==> src/rtl/core/pc2d_pkg.sv <==
// ----------------------------------------------------------------------------
// pc2d_pkg
// Shared widths, constants and types for the planar pose composition core.
// ----------------------------------------------------------------------------
package pc2d_pkg;

    // CORDIC iteration count, capped by the size of the arctangent table
    localparam int ITERATIONS   = 16;
    localparam int ATAN_ENTRIES = 24;
    localparam int STAGES       = (ITERATIONS < ATAN_ENTRIES) ? ITERATIONS : ATAN_ENTRIES;

    // Guard bits kept below Q15.16 during the rotation
    localparam int GUARD = 16;

    // Working widths: position in Q.32, angle with 2^31 as pi
    localparam int POS_W = 51;
    localparam int ANG_W = 34;
    localparam int SUM_W = POS_W + 1;
    localparam int RND_W = SUM_W - GUARD;

    // CORDIC gain limit in unsigned Q0.32
    localparam logic [31:0] GAIN_Q032 = 32'h9B74EDA8;

    // Quarter turn in the 16-bit binary angle
    localparam logic signed [15:0] QUARTER_TURN = 16'sd16384;
    localparam logic signed [16:0] HALF_TURN    = 17'sd32768;

    // Payload carried through the rotation stages
    typedef struct packed {
        logic signed [POS_W-1:0] x;
        logic signed [POS_W-1:0] y;
        logic signed [ANG_W-1:0] ang;
        logic        [31:0]      rx;
        logic        [31:0]      rz;
        logic        [15:0]      hsum;
    } pc2d_rot_t;

    // round(atan(2^-i) * 2^31 / pi)
    function automatic logic signed [ANG_W-1:0] atan_angle(input int idx);
        logic signed [ANG_W-1:0] val;
        begin
            case (idx)
                0:       val = ANG_W'(32'h20000000);
                1:       val = ANG_W'(32'h12E4051E);
                2:       val = ANG_W'(32'h09FB385B);
                3:       val = ANG_W'(32'h051111D4);
                4:       val = ANG_W'(32'h028B0D43);
                5:       val = ANG_W'(32'h0145D7E1);
                6:       val = ANG_W'(32'h00A2F61E);
                7:       val = ANG_W'(32'h00517C55);
                8:       val = ANG_W'(32'h0028BE53);
                9:       val = ANG_W'(32'h00145F2F);
                10:      val = ANG_W'(32'h000A2F98);
                11:      val = ANG_W'(32'h000517CC);
                12:      val = ANG_W'(32'h00028BE6);
                13:      val = ANG_W'(32'h000145F3);
                14:      val = ANG_W'(32'h0000A2FA);
                15:      val = ANG_W'(32'h0000517D);
                16:      val = ANG_W'(32'h000028BE);
                17:      val = ANG_W'(32'h0000145F);
                18:      val = ANG_W'(32'h00000A30);
                19:      val = ANG_W'(32'h00000518);
                20:      val = ANG_W'(32'h0000028C);
                21:      val = ANG_W'(32'h00000146);
                22:      val = ANG_W'(32'h000000A3);
                23:      val = ANG_W'(32'h00000051);
                default: val = '0;
            endcase
            return val;
        end
    endfunction

endpackage

==> src/rtl/core/pc2d_prescale.sv <==
// ----------------------------------------------------------------------------
// pc2d_prescale
// Gain compensation and half-turn folding ahead of the CORDIC stages.
// Two register stages: gain multiply, then scale, fold and angle setup.
// ----------------------------------------------------------------------------
module pc2d_prescale (
    input  logic                clk,
    input  logic                rst_n,
    input  logic                advance,
    input  logic                in_valid,
    input  logic signed [31:0]  robot_x,
    input  logic signed [31:0]  robot_z,
    input  logic signed [15:0]  robot_heading,
    input  logic signed [31:0]  local_x,
    input  logic signed [31:0]  local_z,
    input  logic signed [15:0]  local_heading,
    output logic                rot_valid,
    output pc2d_pkg::pc2d_rot_t rot
);

    // Stage 0 registers
    logic               mul_vld_reg;
    logic signed [63:0] prod_x_reg;
    logic signed [63:0] prod_z_reg;
    logic signed [15:0] rh_reg;
    logic        [31:0] rx_reg;
    logic        [31:0] rz_reg;
    logic        [15:0] hsum_reg;

    // Stage 1 registers
    logic                 rot_vld_reg;
    pc2d_pkg::pc2d_rot_t  rot_reg;
    pc2d_pkg::pc2d_rot_t  rot_next;

    logic signed [64:0] prod_x_full;
    logic signed [64:0] prod_z_full;
    logic signed [pc2d_pkg::POS_W-1:0] sx;
    logic signed [pc2d_pkg::POS_W-1:0] sz;
    logic signed [16:0] rh_ext;
    logic signed [16:0] ang_fold;
    logic               fold;

    // Multiply both local coordinates by the unsigned gain
    assign prod_x_full = local_x * $signed({1'b0, pc2d_pkg::GAIN_Q032});
    assign prod_z_full = local_z * $signed({1'b0, pc2d_pkg::GAIN_Q032});

    always_ff @(posedge clk or negedge rst_n)
    begin
        if (!rst_n)
        begin
            mul_vld_reg <= 1'b0;
            rot_vld_reg <= 1'b0;
        end
        else if (advance)
        begin
            mul_vld_reg <= in_valid;
            rot_vld_reg <= mul_vld_reg;
        end
    end

    // Hold the products and the pass-through fields
    always_ff @(posedge clk)
    begin
        if (advance)
        begin
            prod_x_reg <= prod_x_full[63:0];
            prod_z_reg <= prod_z_full[63:0];
            rh_reg     <= robot_heading;
            rx_reg     <= robot_x;
            rz_reg     <= robot_z;
            hsum_reg   <= robot_heading + local_heading;
        end
    end

    // Drop to Q.32, fold headings past a quarter turn into range
    always_comb
    begin
        sx       = pc2d_pkg::POS_W'(prod_x_reg >>> (32 - pc2d_pkg::GUARD));
        sz       = pc2d_pkg::POS_W'(prod_z_reg >>> (32 - pc2d_pkg::GUARD));
        rh_ext   = {rh_reg[15], rh_reg};
        fold     = (rh_reg > pc2d_pkg::QUARTER_TURN) || (rh_reg < -pc2d_pkg::QUARTER_TURN);
        ang_fold = rh_ext;
        rot_next = '0;
        if (fold)
        begin
            sx = -sx;
            sz = -sz;
            if (rh_reg[15])
            begin
                ang_fold = rh_ext + pc2d_pkg::HALF_TURN;
            end
            else
            begin
                ang_fold = rh_ext - pc2d_pkg::HALF_TURN;
            end
        end
        rot_next.x    = sx;
        rot_next.y    = sz;
        rot_next.ang  = {{(pc2d_pkg::ANG_W - 33){ang_fold[16]}}, ang_fold, 16'h0000};
        rot_next.rx   = rx_reg;
        rot_next.rz   = rz_reg;
        rot_next.hsum = hsum_reg;
    end

    always_ff @(posedge clk)
    begin
        if (advance)
        begin
            rot_reg <= rot_next;
        end
    end

    assign rot_valid = rot_vld_reg;
    assign rot       = rot_reg;

endmodule

==> config.mk <==
export PLATFORM = sky130hd
export DESIGN_NAME = pc2d_prescale
export DESIGN_NICKNAME = d
export VERILOG_FILES = /design/src/rtl/core/pc2d_pkg.sv /design/src/rtl/core/pc2d_prescale.sv
export SDC_FILE = /design/constraint.sdc
export NUM_CORES = 2
export LEC_CHECK = 0
export ABC_AREA = 1
export BUFFER_PORTS_ARGS = -buffer_cell sky130_fd_sc_hd__buf_2
export CAP_MARGIN = 30
export CORE_MARGIN = 3
export CORE_UTILIZATION = 50
export CTS_BUF_LIST = sky130_fd_sc_hd__clkbuf_4
export DETAILED_ROUTE_END_ITERATION = 16
export GPL_TIMING_DRIVEN = 0
export PLACE_DENSITY = 0.72
export SYNTH_ARGS = -nofsm -noshare
export SYNTH_HDL_FRONTEND = slang
export SYNTH_SLANG_ARGS = --single-unit
==> constraint.sdc <==
create_clock -name clk -period 2.14 [get_ports clk]
set_input_delay 0.214 -clock clk [delete_from_list [all_inputs] [get_ports clk]]
set_output_delay 0.214 -clock clk [all_outputs]
set_load 0.005 [all_outputs]
* Word-level counts from Yosys, hierarchy flattened *
Cells that the tools add are included.

word-level totals
  bits in registers = 419
  input bits = 164
  logic and storage cells = 28

cells by class
  $add $sub $neg = 5
  multipliers = 2
  magnitude comparators = 2
  multiplexer cells = 4
  reductions and logical operators = 1

operators with widths
  cell                                                   count
  multiplier 32 x 30 -> 61 bit (second input constant)   2
  2-to-1 mux 51 bit                                      2
  negator 48 -> 51 bit                                   2
  2-to-1 mux 17 bit                                      2
  adder 16 x 17 -> 17 bit (second input constant)        1
  subtractor 16 x 17 -> 17 bit (second input constant)   1
  adder 16 bit                                           1
  > comparator 16 bit (second input constant)            1
  < comparator 16 x 15 -> 1 bit (second input constant)  1
  logical OR 1 bit                                       1

* Depth between registers and ports, before layout *
  depth in word-level cells = 3
  depth in mapped cells = 31
  depth with buffers taken out = 30

* Worst setup path after synthesis *
OpenSTA, ideal clock, no wires.

  path kind = input to register
  start = input local_z[31]
  end = register prod_z_reg[52], data pin
  setup time = 253 ps
  arrival = 5811 ps
  path slack = -3923 ps
  stages = 20
  cells stage by stage = buf_2 clkinv_1 o21ai_0 fa_1 fa_1 fa_1 fa_1 inv_1 fa_1 inv_1 ha_1 nand2_1 nor2_1 inv_1 nor2_1 nand2_1 nor3_1 nand2_1 nand4_1 nand2_1

on the way
  cells in the longest elaborated chain, start to end = 1

RTL lines
  what                          RTL line             source
  start: declaration            pc2d_prescale.sv:15  input logic signed [31:0] local_z,
  multiplier 32 x 30 -> 61 bit  pc2d_prescale.sv:45  assign prod_z_full = local_z * $signed({1'b0, pc2d_pkg::GAIN_Q032});
  via prod_z_full[52]           pc2d_prescale.sv:36  logic signed [64:0] prod_z_full;
  end signal: assignment        pc2d_prescale.sv:67  prod_z_reg <= prod_z_full[63:0];
  end: declaration              pc2d_prescale.sv:24  logic signed [63:0] prod_z_reg;

The timed path passes the listed nets, and every way through them passes these cells.
A chain may end at the register's enable or synchronous reset.

* Worst setup path in the final report *
  start = input local_z[22]
  end = register prod_z_reg[62], data pin

The elaborated chain is that of the path after synthesis.

==> flow_metrics.py <==
metrics = {
    "final_layout": {
        "instances_no_fill": 8954,
        "final_cell_mix": "1,695 x inv_1, 872 x nand2_1, 749 x fa_1",
        "layout.nets": 9124,
        "syn2layout_area_growth_pct": 29.4,
        "drive_gt1_frac": 0.309,
        "largest_reg_flops": 198,
        "mostFrequentLayoutCell": "inv_1",
        "num-fill-cells": 9225,
    },
    "die": {
        "pin_count": 381,
        "die_w_um": 347,
        "die_y_um": 347,
        "fp.coreArea_um2": 115000,
        "fp-row-count": 124,
        "start_util": 0.506,
        "dieArea_um2": 120000,
    },
    "synthesis": {
        "synth_top_family_by_area": "adder cells",
        "synth_ff_type": "edfxtp_1",
        "synth_edf_count": 390,
        "yosysWarnings": 0,
        "netlist-cell-type-count": 43,
        "async_reset_ff_frac": 0.00510,
        "syn_inst": 6552,
        "synth_compound_area_frac": 0.0337,
        "syn_area_um2": 58200,
        "syn_avg_cell_area_um2": 8.88,
        "ys_ff_latch": 392,
        "synth-simple-area-share": 0.134,
        "synth.mux.area_fraction": 0,
        "yosysSeqAreaShare": 0.202,
        "synth_xor_area_frac": 0.0488,
        "yosys.area_share.adder": 0.450,
    },
    "place": {
        "port_buffers": 364,
        "dp_hpwl_um": 159000,
        "gp_congestion": 0.967,
        "dp.cells": 8446,
    },
    "global_route": {
        "grt_pass1_vias": 47600,
        "grt_pass1_wl_um": 286000,
        "antenna_found_initial": 7,
        "grt_max_degree": 133,
        "grt_usage": 0.314,
        "globalRoute.totalOverflow": 0,
    },
    "clock_network": {
        "cts_max_level": 3,
        "clkTransAtPathRegs_ns": 0.07,
        "cts_buffers": 88,
        "clkLatencyLatePin_ns": 0.80,
        "clock-sinks": 392,
        "clk_root_buffer_cell": "clkbuf_4",
        "cts_tree": "done",
        "max-clock-path-buffers": 3,
    },
    "sta": {
        "worst_pin_slew_ns": 0.759,
        "rsz0062_at_grt": "true",
        "finalCriticalPeriod_ns": 5.41,
        "finalWorstSetupSlack_ns": -3.27,
        "finalHoldViolCount": 0,
        "slew_headroom": 0.494,
        "setup_viol": 146,
        "max_freq_mhz": 185,
        "skew_ns": 0.112,
        "drv_slew": 0,
        "post-route-period-util": 2.53,
    },
    "route": {
        "firstDrtPassIters": 5,
        "avgRoutedWirePerCell_um": 21.0,
        "vias": 45500,
        "drtIter0Drc": 3448,
        "ant_nets": 0,
        "drc": 0,
        "via_per_inst": 5.09,
        "finalWirelength_um": 188000,
    },
    "critical_path": {
        "r2r_start": "prod_z_reg[17]$_DFFE_PP_",
        "reg2reg_depth": 11,
        "critical_path_class": "in -> reg",
        "arrival_ns": 5.85,
        "cp-startpoint": "local_z[22]",
        "worstPathMaxFanout": 5,
        "required_ns": 2.57,
        "start_kind": "input port",
        "worstSetupEndpointType": "flip-flop",
    },
    "run_status": {
        "violations": "negative setup slack",
        "status": "finished with violations",
    },
    "flow_run": {
        "cap_violations": 0,
    },
    "min_path": {
        "holdPathStages": 2,
        "hold_path.startpoint": "robot_x[6]",
        "hold_class": "in -> reg",
    },
}
## through the flow
step | setup TNS, ns | utilization | hold slack, ns | setup slack [ns] | instance area (um2)
after global placement | -2198.41 | 0.569 | 0.0336 | -5.03 | 65400
after global routing | -310.28 | 0.655 | 0.106 | -3.38 | 75300
after floorplan | -300.07 | - | -0.0816 | -3.33 | 61700
after detailed placement | -416.49 | 0.570 | 0.0391 | -4.96 | 65500
final | -291.85 | 0.655 | 0.138 | -3.27 | 75300
after CTS | -280.85 | 0.640 | 0.0728 | -3.25 | 73500
## critical path, stage by stage
cell and delay [ns]:
buf_12 0.12, ha_4 0.29, inv_6 0.04, fa_1 0.57, inv_2 0.06, fa_1 0.52
inv_2 0.06, fa_2 0.61, inv_2 0.05, fa_1 0.51, fa_2 0.45, fa_1 0.51
inv_1 0.05, fa_1 0.53, inv_2 0.05, ha_4 0.32, nand2_4 0.09, nor2_4 0.14
nand2_2 0.10, inv_2 0.07, nand3_1 0.09, nand2_2 0.14, nand2_2 0.07, nand3_1 0.10
nand2_2 0.09
## cells in the mapped netlist, drive strengths merged, types with 5 or more instances
master  number  area share
nand3b       8      0.0010
nor3        42      0.0046
o22ai        6     0.00065
a21o        18      0.0023
fa         851        0.29
o21ai       81      0.0073
a21oi      175       0.015
nand4       47      0.0051
xor2       272       0.041
xnor2       52      0.0078
clkbuf       8     0.00052
inv       1955        0.13
o21bai      52      0.0067
nor2       354       0.024
a22o         5     0.00075
nand3      158       0.014
and2        12      0.0013
ha         732        0.16
or2         11      0.0012
edfxtp     390        0.20
nand2     1265       0.082
buf         42      0.0044
## layer usage
metal  vias to the layer above  share of wire  track usage
met5                         -       0.000069            0
met1                     22500           0.44        0.448
met2                      1609           0.47        0.521
met3                       220          0.071       0.0390
li1                      21200              -            -
met4                         2          0.023       0.0613
## path summary, 6_finish.rpt
path	endpoint	slack, ns
setup / recovery	prod_z_reg[62]$_DFFE_PP_	-3.27
max in group asynchronous	rot_valid$_DFFE_PN0P_	1.60
min in group asynchronous	mul_vld_reg$_DFFE_PN0P_	0.37
setup reg to reg	rot[136]$_DFFE_PP_	-0.22
hold / removal	rx_reg[6]$_DFFE_PP_	0.14
hold reg to reg	rot[56]$_DFFE_PP_	0.37
## cells by family (layout without fill, tap and decap cells)
logic type / count (synthesis) / in the layout
and+or+nand+nor: 1901 / 1901
DFF: 392 / 392
AOI/OAI and AO/OA: 344 / 344
adders and majority gates: 1583 / 1583
other: 1 / 19
xor gates and xnor gates: 324 / 324
buffers and inverters: 2007 / 2879
## layout make-up
cell class	instances	area (um2)	area share
multi-input combinational	4168	46700	0.621
sequential	392	11800	0.156
inverter	1957	7460	0.0992
timing repair buffer	720	5810	0.0772
tap	1512	1890	0.0251
clock buffer	123	923	0.0123
buffer	50	519	0.00690
clock inverter	29	173	0.00229
antenna	3	7.51	0.0000998
## repair_timing
| action | 4_1_cts | 5_1_grt |
|---|---|---|
| cloned | 1 | 0 |
| pin swaps | 535 | 274 |
| buffers inserted | 193 | 58 |
| hold buffers | 101 | 0 |
| hold endpoints to repair | 159 | 0 |
| setup endpoints to repair | 161 | 171 |
| resized for setup | 1129 | 331 |
Power is left out: the tool's default activity adds up to more than one toggle a clock period on the data nets, which glitch-free logic cannot reach.
