===== config.mk =====
export PLATFORM = sky130hd
export DESIGN_NAME = pc2d_finish
export DESIGN_NICKNAME = d
export VERILOG_FILES = /design/src/rtl/core/pc2d_pkg.sv /design/src/rtl/core/pc2d_finish.sv
export SDC_FILE = /design/constraint.sdc
export NUM_CORES = 1
export LEC_CHECK = 0
export ABC_CLOCK_PERIOD_IN_PS = 1700
export BUFFER_PORTS_ARGS = -buffer_cell sky130_fd_sc_hd__buf_2
export CAP_MARGIN = 20
export CORE_MARGIN = 4
export CORE_UTILIZATION = 40
export CTS_CLUSTER_DIAMETER = 120
export CTS_CLUSTER_SIZE = 16
export DETAILED_ROUTE_END_ITERATION = 8
export HOLD_SLACK_MARGIN = 0.15
export PLACE_DENSITY = 0.69
export SKIP_LAST_GASP = 1
export SYNTH_ARGS = -nofsm -noshare
export SYNTH_HDL_FRONTEND = slang
export SYNTH_SLANG_ARGS = --single-unit

===== constraint.sdc =====
create_clock -name clk -period 1.7 [get_ports clk]
set_clock_uncertainty 0.05 [all_clocks]
set_input_delay 0.085 -clock clk [delete_from_list [all_inputs] [get_ports clk]]
set_output_delay 0.085 -clock clk [all_outputs]
set_load 0.1 [all_outputs]

===== src/rtl/core/pc2d_pkg.sv =====
// ----------------------------------------------------------------------------
// pc2d_pkg
// Shared widths, constants and types for the planar pose composition core.
// ----------------------------------------------------------------------------
package pc2d_pkg;

    // CORDIC iteration count, capped by the size of the arctangent table
    localparam int ITERATIONS   = 16;
    localparam int ATAN_ENTRIES = 24;
    localparam int STAGES       = (ITERATIONS < ATAN_ENTRIES) ? ITERATIONS : ATAN_ENTRIES;

    // Guard bits kept below Q15.16 during the rotation
    localparam int GUARD = 16;

    // Working widths: position in Q.32, angle with 2^31 as pi
    localparam int POS_W = 51;
    localparam int ANG_W = 34;
    localparam int SUM_W = POS_W + 1;
    localparam int RND_W = SUM_W - GUARD;

    // CORDIC gain limit in unsigned Q0.32
    localparam logic [31:0] GAIN_Q032 = 32'h9B74EDA8;

    // Quarter turn in the 16-bit binary angle
    localparam logic signed [15:0] QUARTER_TURN = 16'sd16384;
    localparam logic signed [16:0] HALF_TURN    = 17'sd32768;

    // Payload carried through the rotation stages
    typedef struct packed {
        logic signed [POS_W-1:0] x;
        logic signed [POS_W-1:0] y;
        logic signed [ANG_W-1:0] ang;
        logic        [31:0]      rx;
        logic        [31:0]      rz;
        logic        [15:0]      hsum;
    } pc2d_rot_t;

    // round(atan(2^-i) * 2^31 / pi)
    function automatic logic signed [ANG_W-1:0] atan_angle(input int idx);
        logic signed [ANG_W-1:0] val;
        begin
            case (idx)
                0:       val = ANG_W'(32'h20000000);
                1:       val = ANG_W'(32'h12E4051E);
                2:       val = ANG_W'(32'h09FB385B);
                3:       val = ANG_W'(32'h051111D4);
                4:       val = ANG_W'(32'h028B0D43);
                5:       val = ANG_W'(32'h0145D7E1);
                6:       val = ANG_W'(32'h00A2F61E);
                7:       val = ANG_W'(32'h00517C55);
                8:       val = ANG_W'(32'h0028BE53);
                9:       val = ANG_W'(32'h00145F2F);
                10:      val = ANG_W'(32'h000A2F98);
                11:      val = ANG_W'(32'h000517CC);
                12:      val = ANG_W'(32'h00028BE6);
                13:      val = ANG_W'(32'h000145F3);
                14:      val = ANG_W'(32'h0000A2FA);
                15:      val = ANG_W'(32'h0000517D);
                16:      val = ANG_W'(32'h000028BE);
                17:      val = ANG_W'(32'h0000145F);
                18:      val = ANG_W'(32'h00000A30);
                19:      val = ANG_W'(32'h00000518);
                20:      val = ANG_W'(32'h0000028C);
                21:      val = ANG_W'(32'h00000146);
                22:      val = ANG_W'(32'h000000A3);
                23:      val = ANG_W'(32'h00000051);
                default: val = '0;
            endcase
            return val;
        end
    endfunction

endpackage


===== src/rtl/core/pc2d_finish.sv =====
// ----------------------------------------------------------------------------
// pc2d_finish
// Adds the robot position, rounds back to Q15.16 and clamps to 32 bits.
// Holds the output beat register.
// ----------------------------------------------------------------------------
module pc2d_finish (
    input  logic                clk,
    input  logic                rst_n,
    input  logic                advance,
    input  logic                in_valid,
    input  pc2d_pkg::pc2d_rot_t in_rot,
    output logic                out_valid,
    output logic signed [31:0]  out_x,
    output logic signed [31:0]  out_z,
    output logic signed [15:0]  out_heading,
    output logic                out_sat
);

    localparam int SW = pc2d_pkg::SUM_W;
    localparam int RW = pc2d_pkg::RND_W;

    logic               vld_reg;
    logic signed [31:0] x_reg;
    logic signed [31:0] z_reg;
    logic        [15:0] hdg_reg;
    logic               sat_reg;

    logic signed [SW-1:0] sum_x;
    logic signed [SW-1:0] sum_z;
    logic signed [RW-1:0] rnd_x;
    logic signed [RW-1:0] rnd_z;
    logic signed [31:0]   x_next;
    logic signed [31:0]   z_next;
    logic                 sat_x;
    logic                 sat_z;

    // Add base position with the rounding half folded into its low bits
    assign sum_x = SW'(in_rot.x)
                 + $signed({{(SW - 48){in_rot.rx[31]}}, in_rot.rx, 16'h8000});
    assign sum_z = SW'(in_rot.y)
                 + $signed({{(SW - 48){in_rot.rz[31]}}, in_rot.rz, 16'h8000});
    assign rnd_x = sum_x[SW-1:pc2d_pkg::GUARD];
    assign rnd_z = sum_z[SW-1:pc2d_pkg::GUARD];

    // Clamp to the signed 32-bit range
    always_comb
    begin
        sat_x  = (rnd_x[RW-1:31] != {(RW - 31){rnd_x[RW-1]}});
        sat_z  = (rnd_z[RW-1:31] != {(RW - 31){rnd_z[RW-1]}});
        x_next = rnd_x[31:0];
        z_next = rnd_z[31:0];
        if (sat_x)
        begin
            x_next = rnd_x[RW-1] ? 32'sh80000000 : 32'sh7FFFFFFF;
        end
        if (sat_z)
        begin
            z_next = rnd_z[RW-1] ? 32'sh80000000 : 32'sh7FFFFFFF;
        end
    end

    always_ff @(posedge clk or negedge rst_n)
    begin
        if (!rst_n)
        begin
            vld_reg <= 1'b0;
        end
        else if (advance)
        begin
            vld_reg <= in_valid;
        end
    end

    always_ff @(posedge clk)
    begin
        if (advance)
        begin
            x_reg   <= x_next;
            z_reg   <= z_next;
            hdg_reg <= in_rot.hsum;
            sat_reg <= sat_x || sat_z;
        end
    end

    assign out_valid   = vld_reg;
    assign out_x       = x_reg;
    assign out_z       = z_reg;
    assign out_heading = hdg_reg;
    assign out_sat     = sat_reg;

endmodule


Yosys cells after proc, flatten, opt, wreduce, memory -nomap -nowiden

Cells that the tools add are included.
W data, S select, Z words.

Equal/unequal tests: 2
$mul: 0
$lt $le $gt $ge: 0
Bitwise operators: 0
Add/sub/neg operators: 2
Mux-type cells: 4
Divide/modulo/power cells: 0
Shifts and indexed selects: 0
Reduce and logical (&&, ||, !) cells: 1

Operator list:

| operator           | number |
|---|---|
| $mux W32           | 4 |
| $add A51 B48 Y52   | 2 |
| $ne A4 B4 Y1       | 2 |
| $logic_or A1 B1 Y1 | 1 |

Memories kept: 0
Output and inout bits: 82
Latch bits: 0
Flip-flop bits (word level): 82
Bits in read-only memories: 0
Bits of input ports: 220
RAM bits: 0
Word-level logic and storage cells: 14

Logic depth before layout (Yosys ltp)

Gate-level depths: netlist of run 1.

Depth after elaboration: 3
Mapped depth: 13

Worst setup path after synthesis of run 1

Ideal clock, no wire load.

Path kind: input to register
Start: input port in_rot[60] (netlist name)
End: register sat_reg, in the netlist out_sat, data pin
Arrival time: 2.710 ns
Path buffers: 1
Slack: -1.320 ns
Stages: 12
Path through: ha_1 -> a21oi_1 -> o21ai_1 -> a32o_1 -> a21o_1 -> o31ai_1 -> o21bai_1 -> xnor2_1 -> or4b_1 -> a21o_1 -> buf_6 -> nand3b_4

Cells in the longest elaborated chain, start to end: 3

RTL lines:

| what                   | line              | text |
|---|---|---|
| start: declaration     | pc2d_finish.sv:11 | `input pc2d_pkg::pc2d_rot_t in_rot,` |
| $add A51 B48 Y52       | pc2d_finish.sv:39 | `+ $signed({{(SW - 48){in_rot.rx[31]}}, in_rot.rx, 16'h8000});` |
| $ne A4 B4 Y1           | pc2d_finish.sv:48 | `sat_x = (rnd_x[RW-1:31] != {(RW - 31){rnd_x[RW-1]}});` |
| $logic_or A1 B1 Y1     | pc2d_finish.sv:81 | `sat_reg <= sat_x \|\| sat_z;` |
| end signal: assignment | pc2d_finish.sv:81 |  |
| end: declaration       | pc2d_finish.sv:26 | `logic sat_reg;` |

No other way between the ends.
A chain may end at the register's enable or synchronous reset.

Final worst setup path of run 1

Start: input port in_rot[65] (netlist name)
End: register x_reg[5], in the netlist out_x[5], data pin

Cells in the longest elaborated chain, start to end: 3

RTL lines:

| what                                     | line                                 | text |
|---|---|---|
| $add A51 B48 Y52 *                       | pc2d_finish.sv:39                    |  |
| $ne A4 B4 Y1 or $mux W32 (tied branches) | pc2d_finish.sv:48, pc2d_finish.sv:54 |  |
| $mux W32 *                               | pc2d_finish.sv:52                    | `if (sat_x)` |
| named net x_next[5]                      | pc2d_finish.sv:32                    | `logic signed [31:0] x_next;` |
| end signal: assignment                   | pc2d_finish.sv:78                    | `x_reg <= x_next;` |
| end: declaration                         | pc2d_finish.sv:23                    | `logic signed [31:0] x_reg;` |

The timed path passes the listed nets; every way through them passes the cells marked *.

==> results.toml, run 1 <==
[run_status]
status = "finished, violations left"
failed_checks = "setup timing"

[clocking]
htree_num_levels = 3
clock-root-buffer = "clkbuf_16"
cts_num_sinks = 82
cts_tree = "done"
cts_made_buffers = 9
clkTransAtPathRegs_ps = 70
clock_latency_ps = 340
clock_path_buffers = 2

[layout]
drive_gt1_share_pct = 55.7
fillerInstances = 1228
final_nets = 1532
synthToLayoutAreaGrowth_pct = 75.2
layout_common_cells = "buf_4 (237), buf_2 (218), edfxtp_1 (81), a21oi_1 (57), nand2_1 (54)"
fin_cells = 1470
final_common_cell = "buf_4"
n_antenna_cell = 0

[critical_path]
r2r_slack_ps = 890
endpoint_kind = "flip-flop"
critPathLaunchType = "input pin"
critPathLaunch = "in_rot[65]"
endpoint = "out_x[5]$_DFFE_PP_"
rr_endpoint = "out_valid$_DFFE_PN0P_"
crit_fanout = 6
rr_worst_depth = 1
path_class = "in2reg"
cp_data_required_time_ps = 1850
critPathArrivalTime_ps = 2880
r2r_start = "out_valid$_DFFE_PN0P_"

[timing]
timing.fmax_mhz = 367
rsz0062_at_grt = "true"
slew_headroom_pct = 64.9
slew_violations = 0
period_share_pct = 160
fin_ws_ps = -1030
hold_viol = 0
period_minus_slack_ps = 2730
tightestPinTransition_ps = 530
setup_viol = 65

[drt]
routed_wl_um = 25700
num_vias = 7973
antenna_left = 0
dr.pass1.iters = 5
drc_errors = 0
wl_per_cell_um = 17.5
drt-initial-drc-count = 567
vias_per_cell = 5.42

[logic_synthesis]
netlist_area_um2 = 7010
synth_seq_cells = 82
synth_cell_type_count = 69
synth_warnings = 0
yosysSeqAreaShare_pct = 35.0
synthesis.nets = 1037
syn_inst = 745
synthArstFlopShare_pct = 1.22
synth_edf_count = 81
yosys_most_used_dff = "edfxtp_1"
synth.avg_cell_area_um2 = 9.41

[power]
finalPower_mw = 11.7
p_leak_nw = 5.46
peakVddDrop_uv = 817
power.density_nw_per_um2 = 955

[job]
cap_violations = 0

[grt]
antenna_found_initial = 0
grt_pass1_vias = 7657
grt_use_total_pct = 22.9
grt_max_degree = 33
grt_pass1_wl_um = 37000
overflow = 0

[floorplanning]
coreArea_um2 = 17200
die_h_um = 140
fp-row-count = 48
initial_utilization_pct = 40.7
die_x_um = 140
pin_count = 302
dieArea_um2 = 19700

[place]
placedCellCount = 1413
gp_congestion = 0.919
io_buffers = 237
dp_hpwl_um = 18500

[hold_path]
min_path_type = "in2reg"
through the flow:
stage                     cell area [µm²]  util (%)  setup WS, ps  setup TNS (ps)  hold WS (ps)
after floorplan                      7540         -         -1120          -61160          -261
after global placement              10700      62.0         -1450          -88450          -190
after detailed placement            10700      62.0         -1520          -90410          -190
after CTS                           11600      67.1          -945          -57860           240
after global routing                12300      71.3         -1110          -67510           268
final                               12300      71.3         -1030          -61160           253
power by group:
part	internal, mW	switching, mW
clock network	1.34	0.838
logic	2.44	4.39
registers	2.63	0.0952
total	6.41	5.32
state kept, by name (all words and copies together) (netlist names):
name / flops
out_heading: 16
out_sat: 1
out_valid: 1
out_x: 32
out_z: 32
worst max-delay path: stages:
cell and delay (ps):
buf_2 130, ha_4 220, a21o_1 170, a311o_1 390, a21oi_2 170, o21a_1 180
nand3b_1 110, o21ai_2 170, xor2_1 110, or4b_4 530, a21o_4 310, clkbuf_16 190
o21ai_2 120
cells by family after synthesis:
logic type	count (synthesis)	synth area share, %
compound gates	286	26.3
simple gates	185	13.4
flops	82	35.0
fa+ha+maj	72	13.1
xor+xnor	65	8.22
buf+inv	52	3.43
mux	3	0.535
metal layers:
metal	GRT usage, %	routed length, µm	vias to the layer above
li1	-	-	3818
met1	28.9	10400	3773
met2	40.9	13100	321
met3	3.48	1510	61
met4	6.02	632	0
met5	0	0	-
cell type report:
| cell class | count | area [µm²] | share of cell area [%] |
|---|---|---|---|
| clock buffers | 11 | 243 | 1.98 |
| clock inverters | 5 | 86.3 | 0.703 |
| inverters | 20 | 92.6 | 0.754 |
| multi-input cells | 611 | 5460 | 44.5 |
| flip-flops and latches | 82 | 2460 | 20.0 |
| well taps | 225 | 282 | 2.29 |
| repair buffers | 516 | 3660 | 29.8 |
worst min path at each step:
stage,slack [ps],from,depth (start not counted),to
2_1_floorplan,-260,rst_n,0,out_valid$_DFFE_PN0P_
3_5_place_dp,-190,rst_n,1,out_valid$_DFFE_PN0P_
6_report,250,in_rot[197],4,out_x[16]$_DFFE_PP_
4_1_cts,240,in_rot[197],4,out_x[16]$_DFFE_PP_
5_1_grt,270,in_rot[197],4,out_x[16]$_DFFE_PP_
3_3_place_gp,-190,rst_n,1,out_valid$_DFFE_PN0P_
synthesized netlist by cell type, types with 2 or more instances:
master	count	area share, %
a21oi_1	84	6.0
nand3_1	10	0.71
mux2_2	2	0.32
o31ai_1	5	0.54
or4b_1	2	0.29
and2_1	10	0.89
nor2_1	41	2.2
o2111ai_1	2	0.25
nand2_1	56	3.0
a21o_1	23	2.5
a311o_1	2	0.29
xnor2_1	32	4.0
buf_2	17	1.2
a31o_2	29	3.6
fa_1	2	0.57
o21ai_2	6	0.75
o21ai_1	33	2.4
a41o_1	3	0.43
o41a_1	2	0.32
nand4_1	18	1.6
nor3_1	12	0.86
nor3_2	3	0.43
or2_2	3	0.27
ha_1	70	12
buf_6	3	0.48
o21a_1	12	1.3
o21ai_0	40	2.9
o31a_1	2	0.25
inv_1	20	1.1
o211ai_1	6	0.64
a311oi_1	2	0.25
a31oi_1	7	0.62
nor2b_1	2	0.18
edfxtp_1	81	35
nand2_2	2	0.18
clkbuf_1	11	0.59
or3_1	2	0.18
o21bai_1	11	1.2
xor2_1	32	4.0
nand3b_1	5	0.54
nand2b_1	12	1.1
repair_timing:
action / in CTS / in global routing
buffers inserted: 9 / 8
endpoints found under the setup margin: 65 / 65
hold endpoints to repair: 40 / 0
hold buffers: 20 / 0
pin swaps: 16 / 75
resized for setup: 52 / 113
gates cloned: 1 / 4
Note: power is estimated with default switching activity, not from simulation.
==> run 2, diff against run 1 <==
PLACE_DENSITY = 0.79   (was 0.69)
==> run 2 against run 1 <==
Net effect: the flow still finishes with violations (setup timing); critical path depth rose by 1; worst hold slack improved by 14 ps; wire length rose by 7.4%; die area did not move; non-clock buffer count did not move; flip-flop and latch count did not move; via count rose by 2.9%; sequential share of layout area fell by 0.24 points; power rose by 2.6%; register-to-register slack got worse by 580 ps; critical path type unchanged; critical endpoint is now out_x[2]$_DFFE_PP_; highest routed layer unchanged.
==> results.toml, run 2 (synthesis gave the netlist of run 1 again) <==
[drt]
wl_per_cell_um = 18.7
dr.pass1.iters = 5
num_vias = 8202
routed_wl_um = 27600
drc_errors = 0
antenna_left = 0
vias_per_cell = 5.57
drt-initial-drc-count = 495

[hold_path]
min_path_type = "in2reg"

[clocking]
clkTransAtPathRegs_ps = 70
clock-root-buffer = "clkbuf_16"
htree_num_levels = 3
cts_made_buffers = 9
clock_latency_ps = 340
clock_path_buffers = 2
cts_tree = "done"
cts_num_sinks = 82

[place]
io_buffers = 237
dp_hpwl_um = 18200
placedCellCount = 1390
gp_congestion = 0.933

[grt]
antenna_found_initial = 0
grt_pass1_wl_um = 39600
overflow = 0
grt_use_total_pct = 24.6
grt_max_degree = 40
grt_pass1_vias = 8117

[critical_path]
cp_cell_sequence = "buf_2, ha_1, and2_4, o2111ai_2, a21oi_2, a21o_4, a211oi_4, o21ai_4, xnor2_2, or4b_4, a21o_4, buf_12, buf_16, o21ai_4"
path_delay_family = "compound AO/OA/AOI/OAI gates"
critPathLaunchType = "input pin"
path_class = "in2reg"
worst-path-buf-inv = 3
crit_fanout = 6
slowest_delay_ps = 520
cp_data_required_time_ps = 1840
critPathArrivalTime_ps = 2970
cp_slowest_cell = "or4b_4"
endpoint_kind = "flip-flop"

[layout]
layout_common_cells = "buf_4 (228), buf_2 (225), edfxtp_1 (81), a21oi_1 (58), nand2_1 (53)"
final_common_cell = "buf_4"
fillerInstances = 1159
drive_gt1_share_pct = 55.9
fin_cells = 1472
final_nets = 1534
synthToLayoutAreaGrowth_pct = 77.3
n_antenna_cell = 0
seq_area_um2 = 2460
multiInputGateArea_um2 = 5540

[timing]
period_minus_slack_ps = 2830
fin_ws_ps = -1130
finalHoldWorstSlack_ps = 266
slew_headroom_pct = 63.6
setup_viol = 65
timing.fmax_mhz = 353
hold_viol = 0
tightestPinTransition_ps = 550
rsz0062_at_grt = "true"
slew_violations = 0
period_share_pct = 167

[power]
p_leak_nw = 5.51
peakVddDrop_uv = 694
power.density_nw_per_um2 = 968

[floorplanning]
die_h_um = 140
dieArea_um2 = 19700
initial_utilization_pct = 40.7
fp-row-count = 48
pin_count = 302
die_x_um = 140
coreArea_um2 = 17200

[job]
cap_violations = 0

[run_status]
status = "finished, violations left"
failed_checks = "setup timing"
==> run 2: cell types whose count changed in the layout (fill, tap and decap cells not counted), moves of 4 or more <==
cell	before	now
buf_4	237	228
a21oi_4	9	4
buf_16	0	5
buf_6	25	19
buf_2	218	225
a31o_4	24	28
o21ai_4	0	6
a31o_2	5	1
a21oi_2	19	23
==> run 2: worst paths after layout <==
path	start	endpoint	slack, ps	depth (start not counted)
setup / recovery	in_rot[190]	out_x[2]$_DFFE_PP_	-1130	14
hold / removal	in_rot[192]	out_x[11]$_DFFE_PP_	270	4
hold reg to reg	out_valid$_DFFE_PN0P_	out_valid$_DFFE_PN0P_	1050	2
setup reg to reg	out_valid$_DFFE_PN0P_	out_valid$_DFFE_PN0P_	310	2
max in group asynchronous	rst_n	out_valid$_DFFE_PN0P_	920	3
min in group asynchronous	rst_n	out_valid$_DFFE_PN0P_	570	3
==> run 2: final cells by class <==
cell class | instances | share of cell area (%)
clock buffers | 9 | 1.81
clock inverters | 7 | 0.694
inverters | 20 | 0.724
multi-input cells | 613 | 44.5
flip-flops and latches | 82 | 19.8
well taps | 225 | 2.26
repair buffers | 516 | 30.2
==> run 2: per-stage QoR <==
stage / setup WS, ps / cell area [µm²] / TNS, ps / util (%) / total power, mW
after global placement: -1400 / 10500 / -86890 / 60.9 / 8.62
after global routing: -1270 / 12400 / -74160 / 72.1 / 12.5
after detailed placement: -1560 / 10500 / -94250 / 60.9 / 8.72
after floorplan: -1120 / 7540 / -61160 / - / 7.02
final: -1130 / 12400 / -67080 / 72.1 / 12.0
after CTS: -1040 / 11800 / -62240 / 68.5 / 11.5
==> run 2: power by group <==
group / leakage, nW / switching, mW / internal (mW)
combinational: 4.55 / 4.58 / 2.65
sequential: 0.810 / 0.101 / 2.63
clock: 0.150 / 0.900 / 1.17
==> run 2: timing repair <==
action / CTS / global route
endpoints found under the setup margin: 65 / 65
gates resized for setup: 87 / 86
setup buffers: 18 / 15
endpoints found under the hold margin: 23 / 0
hold buffers: 21 / 0
cloned: 9 / 3
pin swaps: 25 / 37
==> run 2: layer usage <==
| metal | global-route usage (%) | share of wire (%) | vias to the layer above |
|---|---|---|---|
| li1 | - | - | 3831 |
| met1 | 28.4 | 38 | 3883 |
| met2 | 45.7 | 52 | 401 |
| met3 | 3.07 | 6.7 | 87 |
| met4 | 9.94 | 3.7 | 0 |
| met5 | 0 | 0 | - |
==> run 2: tightest hold or removal path, delay by kind of cell <==
family,cells,cell delay (ps)
adders and majority gates,1,160
AOI/OAI and AO/OA,1,120
buffers and inverters,1,100
xor gates and xnor gates,1,80
==> run 3, diff against run 2 <==
ABC_CLOCK_PERIOD_IN_PS = 3400   (was 1700)
TNS_END_PERCENT = 100   (was unset)
clock period = 3.4 ns   (was 1.7 ns; I/O delays follow)
==> run 3 against run 2 <==
Net effect: the run now ends clean; core utilization shrank 19 points; count of clock-buffer cells in the layout stayed put; die area stayed put; final area fell by 27%; wire length down 27%; via count decreased by 17%; largest cell class unchanged; setup slack gained 1300 ps; non-clock buffer count down 227.
==> results.toml, run 3 (synthesis gave the netlist of run 1 again) <==
[run_status]
status = "complete, no violations"

[layout]
drive_gt1_share_pct = 33.3
multiInputGateArea_um2 = 4320
fin_cells = 1243
final_common_cell = "buf_2"
postLayoutCellArea_um2 = 9110
final_nets = 1305
seq_area_um2 = 2460
synthToLayoutAreaGrowth_pct = 29.9
layout_common_cells = "buf_2 (236), a21oi_1 (83), edfxtp_1 (81), ha_1 (70), nand2_1 (56)"
fillerInstances = 1558

[floorplanning]
coreArea_um2 = 17200
initial_utilization_pct = 40.7
fp-row-count = 48
dieArea_um2 = 19700
die_x_um = 140
pin_count = 302
die_h_um = 140

[clocking]
cts_tree = "done"
cts_num_sinks = 82
cts_resized = 0
cts_made_buffers = 9
clock_path_buffers = 2
clock-root-buffer = "clkbuf_16"
clock_latency_ps = 340
htree_num_levels = 3
clkTransAtPathRegs_ps = 60

[timing]
timing.fmax_mhz = 307
period_share_pct = 95.8
rsz0062_at_grt = "false"
tightestPinTransition_ps = 526
fin_ws_ps = 142
slew_violations = 0
setup_viol = 0
slew_headroom_pct = 65.2
hold_viol = 0
period_minus_slack_ps = 3260
finalHoldWorstSlack_ps = 271

[power]
peakVddDrop_uv = 328
finalPower_mw = 4.89
p_leak_nw = 4.01
power.density_nw_per_um2 = 537

[critical_path]
endpoint_kind = "flip-flop"
r2r_start = "out_valid$_DFFE_PN0P_"
cp_data_required_time_ps = 3430
critPathArrivalTime_ps = 3290
crit_fanout = 10
critPathLaunchType = "input pin"
path_class = "in2reg"
critPathLaunch = "in_rot[48]"

[place]
dp_hpwl_um = 16100
gp_congestion = 0.949
placedCellCount = 1208
io_buffers = 237
dpl_cell_area_um2 = 8640
place_ws_ps = -99.1

[drt]
wl_per_cell_um = 16.2
antenna_left = 0
num_vias = 6831
routed_wl_um = 20200
vias_per_cell = 5.50
drc_errors = 0
dr.pass1.iters = 5
drt-initial-drc-count = 466

[grt]
antenna_found_initial = 0
grt_pass1_vias = 6574
grt_max_degree = 38
grt_util_met2_pct = 33.0
grt_pass1_wl_um = 31800
grt_use_total_pct = 19.8
met3_usage_pct = 4.47
overflow = 0
grt_busiest_layer = "met2"
grtUsageMet1_pct = 24.9

[job]
cap_violations = 0

[hold_path]
min_from = "advance"
min_path_type = "in2reg"
run 3: cell count changes in the layout (fill, tap and decap cells not counted), sizes merged:
cell,change
buf,-222
clkbuf,-3
inv,-3
clkinv,+2
dlygate4sd3,-2
mux2,-2
diode,+1
run 3: routing by layer:
layer / wire length [µm] / part of all wire, % / vias to the layer above
met4: 515 / 2.6 / 0
met1: 8290 / 41 / 3109
met2: 9540 / 47 / 322
met5: 0 / 0 / -
li1: - / - / 3358
met3: 1830 / 9.1 / 42
run 3: path summary, 6_finish.rpt:
| kind | endpoint | slack, ps | cells past startpoint |
|---|---|---|---|
| max in group asynchronous | out_valid$_DFFE_PN0P_ | 2560 | 3 |
| min in group asynchronous | out_valid$_DFFE_PN0P_ | 630 | 3 |
| worst max register to register | out_valid$_DFFE_PN0P_ | 2610 | 1 |
| worst min register to register | out_valid$_DFFE_PN0P_ | 470 | 1 |
| worst min-delay path | out_z[16]$_DFFE_PP_ | 270 | 1 |
| worst max-delay path | out_x[27]$_DFFE_PP_ | 140 | 15 |
run 3: stage by stage:
step / setup TNS, ps / util (%)
6_report: 0 / 52.9
5_1_grt: 0 / 52.9
4_1_cts: 0 / 52.9
3_5_place_dp: -1450 / 50.1
3_3_place_gp: -886 / 50.1
2_1_floorplan: 0 / -
run 3: layout make-up:
cell class	instances	share of cell area (%)
antenna	1	0.0275
clock buffer	9	2.47
clock inverter	6	0.645
inverter	20	0.824
multi-input combinational	611	47.4
sequential	82	27.0
tap	225	3.09
timing repair buffer	289	18.5
run 3: critical path, stage by stage:
cell	delay, ps
buf_2	90
inv_1	50
fa_1	430
nand2b_1	170
a21o_1	180
a21oi_1	250
a21o_1	300
a21boi_1	110
o41ai_1	430
buf_4	200
a21oi_1	70
xnor2_1	290
a21o_1	220
buf_4	210
o21ai_1	110
run 3: timing repair:
item                                   CTS  global route
hold buffers                            19             0
setup buffers                            0             0
endpoints found under the hold margin   18             0
run 3: where the power goes:
part | switching, mW | leakage, nW | internal (mW) | total, mW
clock | 0.382 | 0.136 | 0.559 | 0.941
sequential | 0.0482 | 0.810 | 1.32 | 1.36
combinational | 1.89 | 3.07 | 0.699 | 2.58
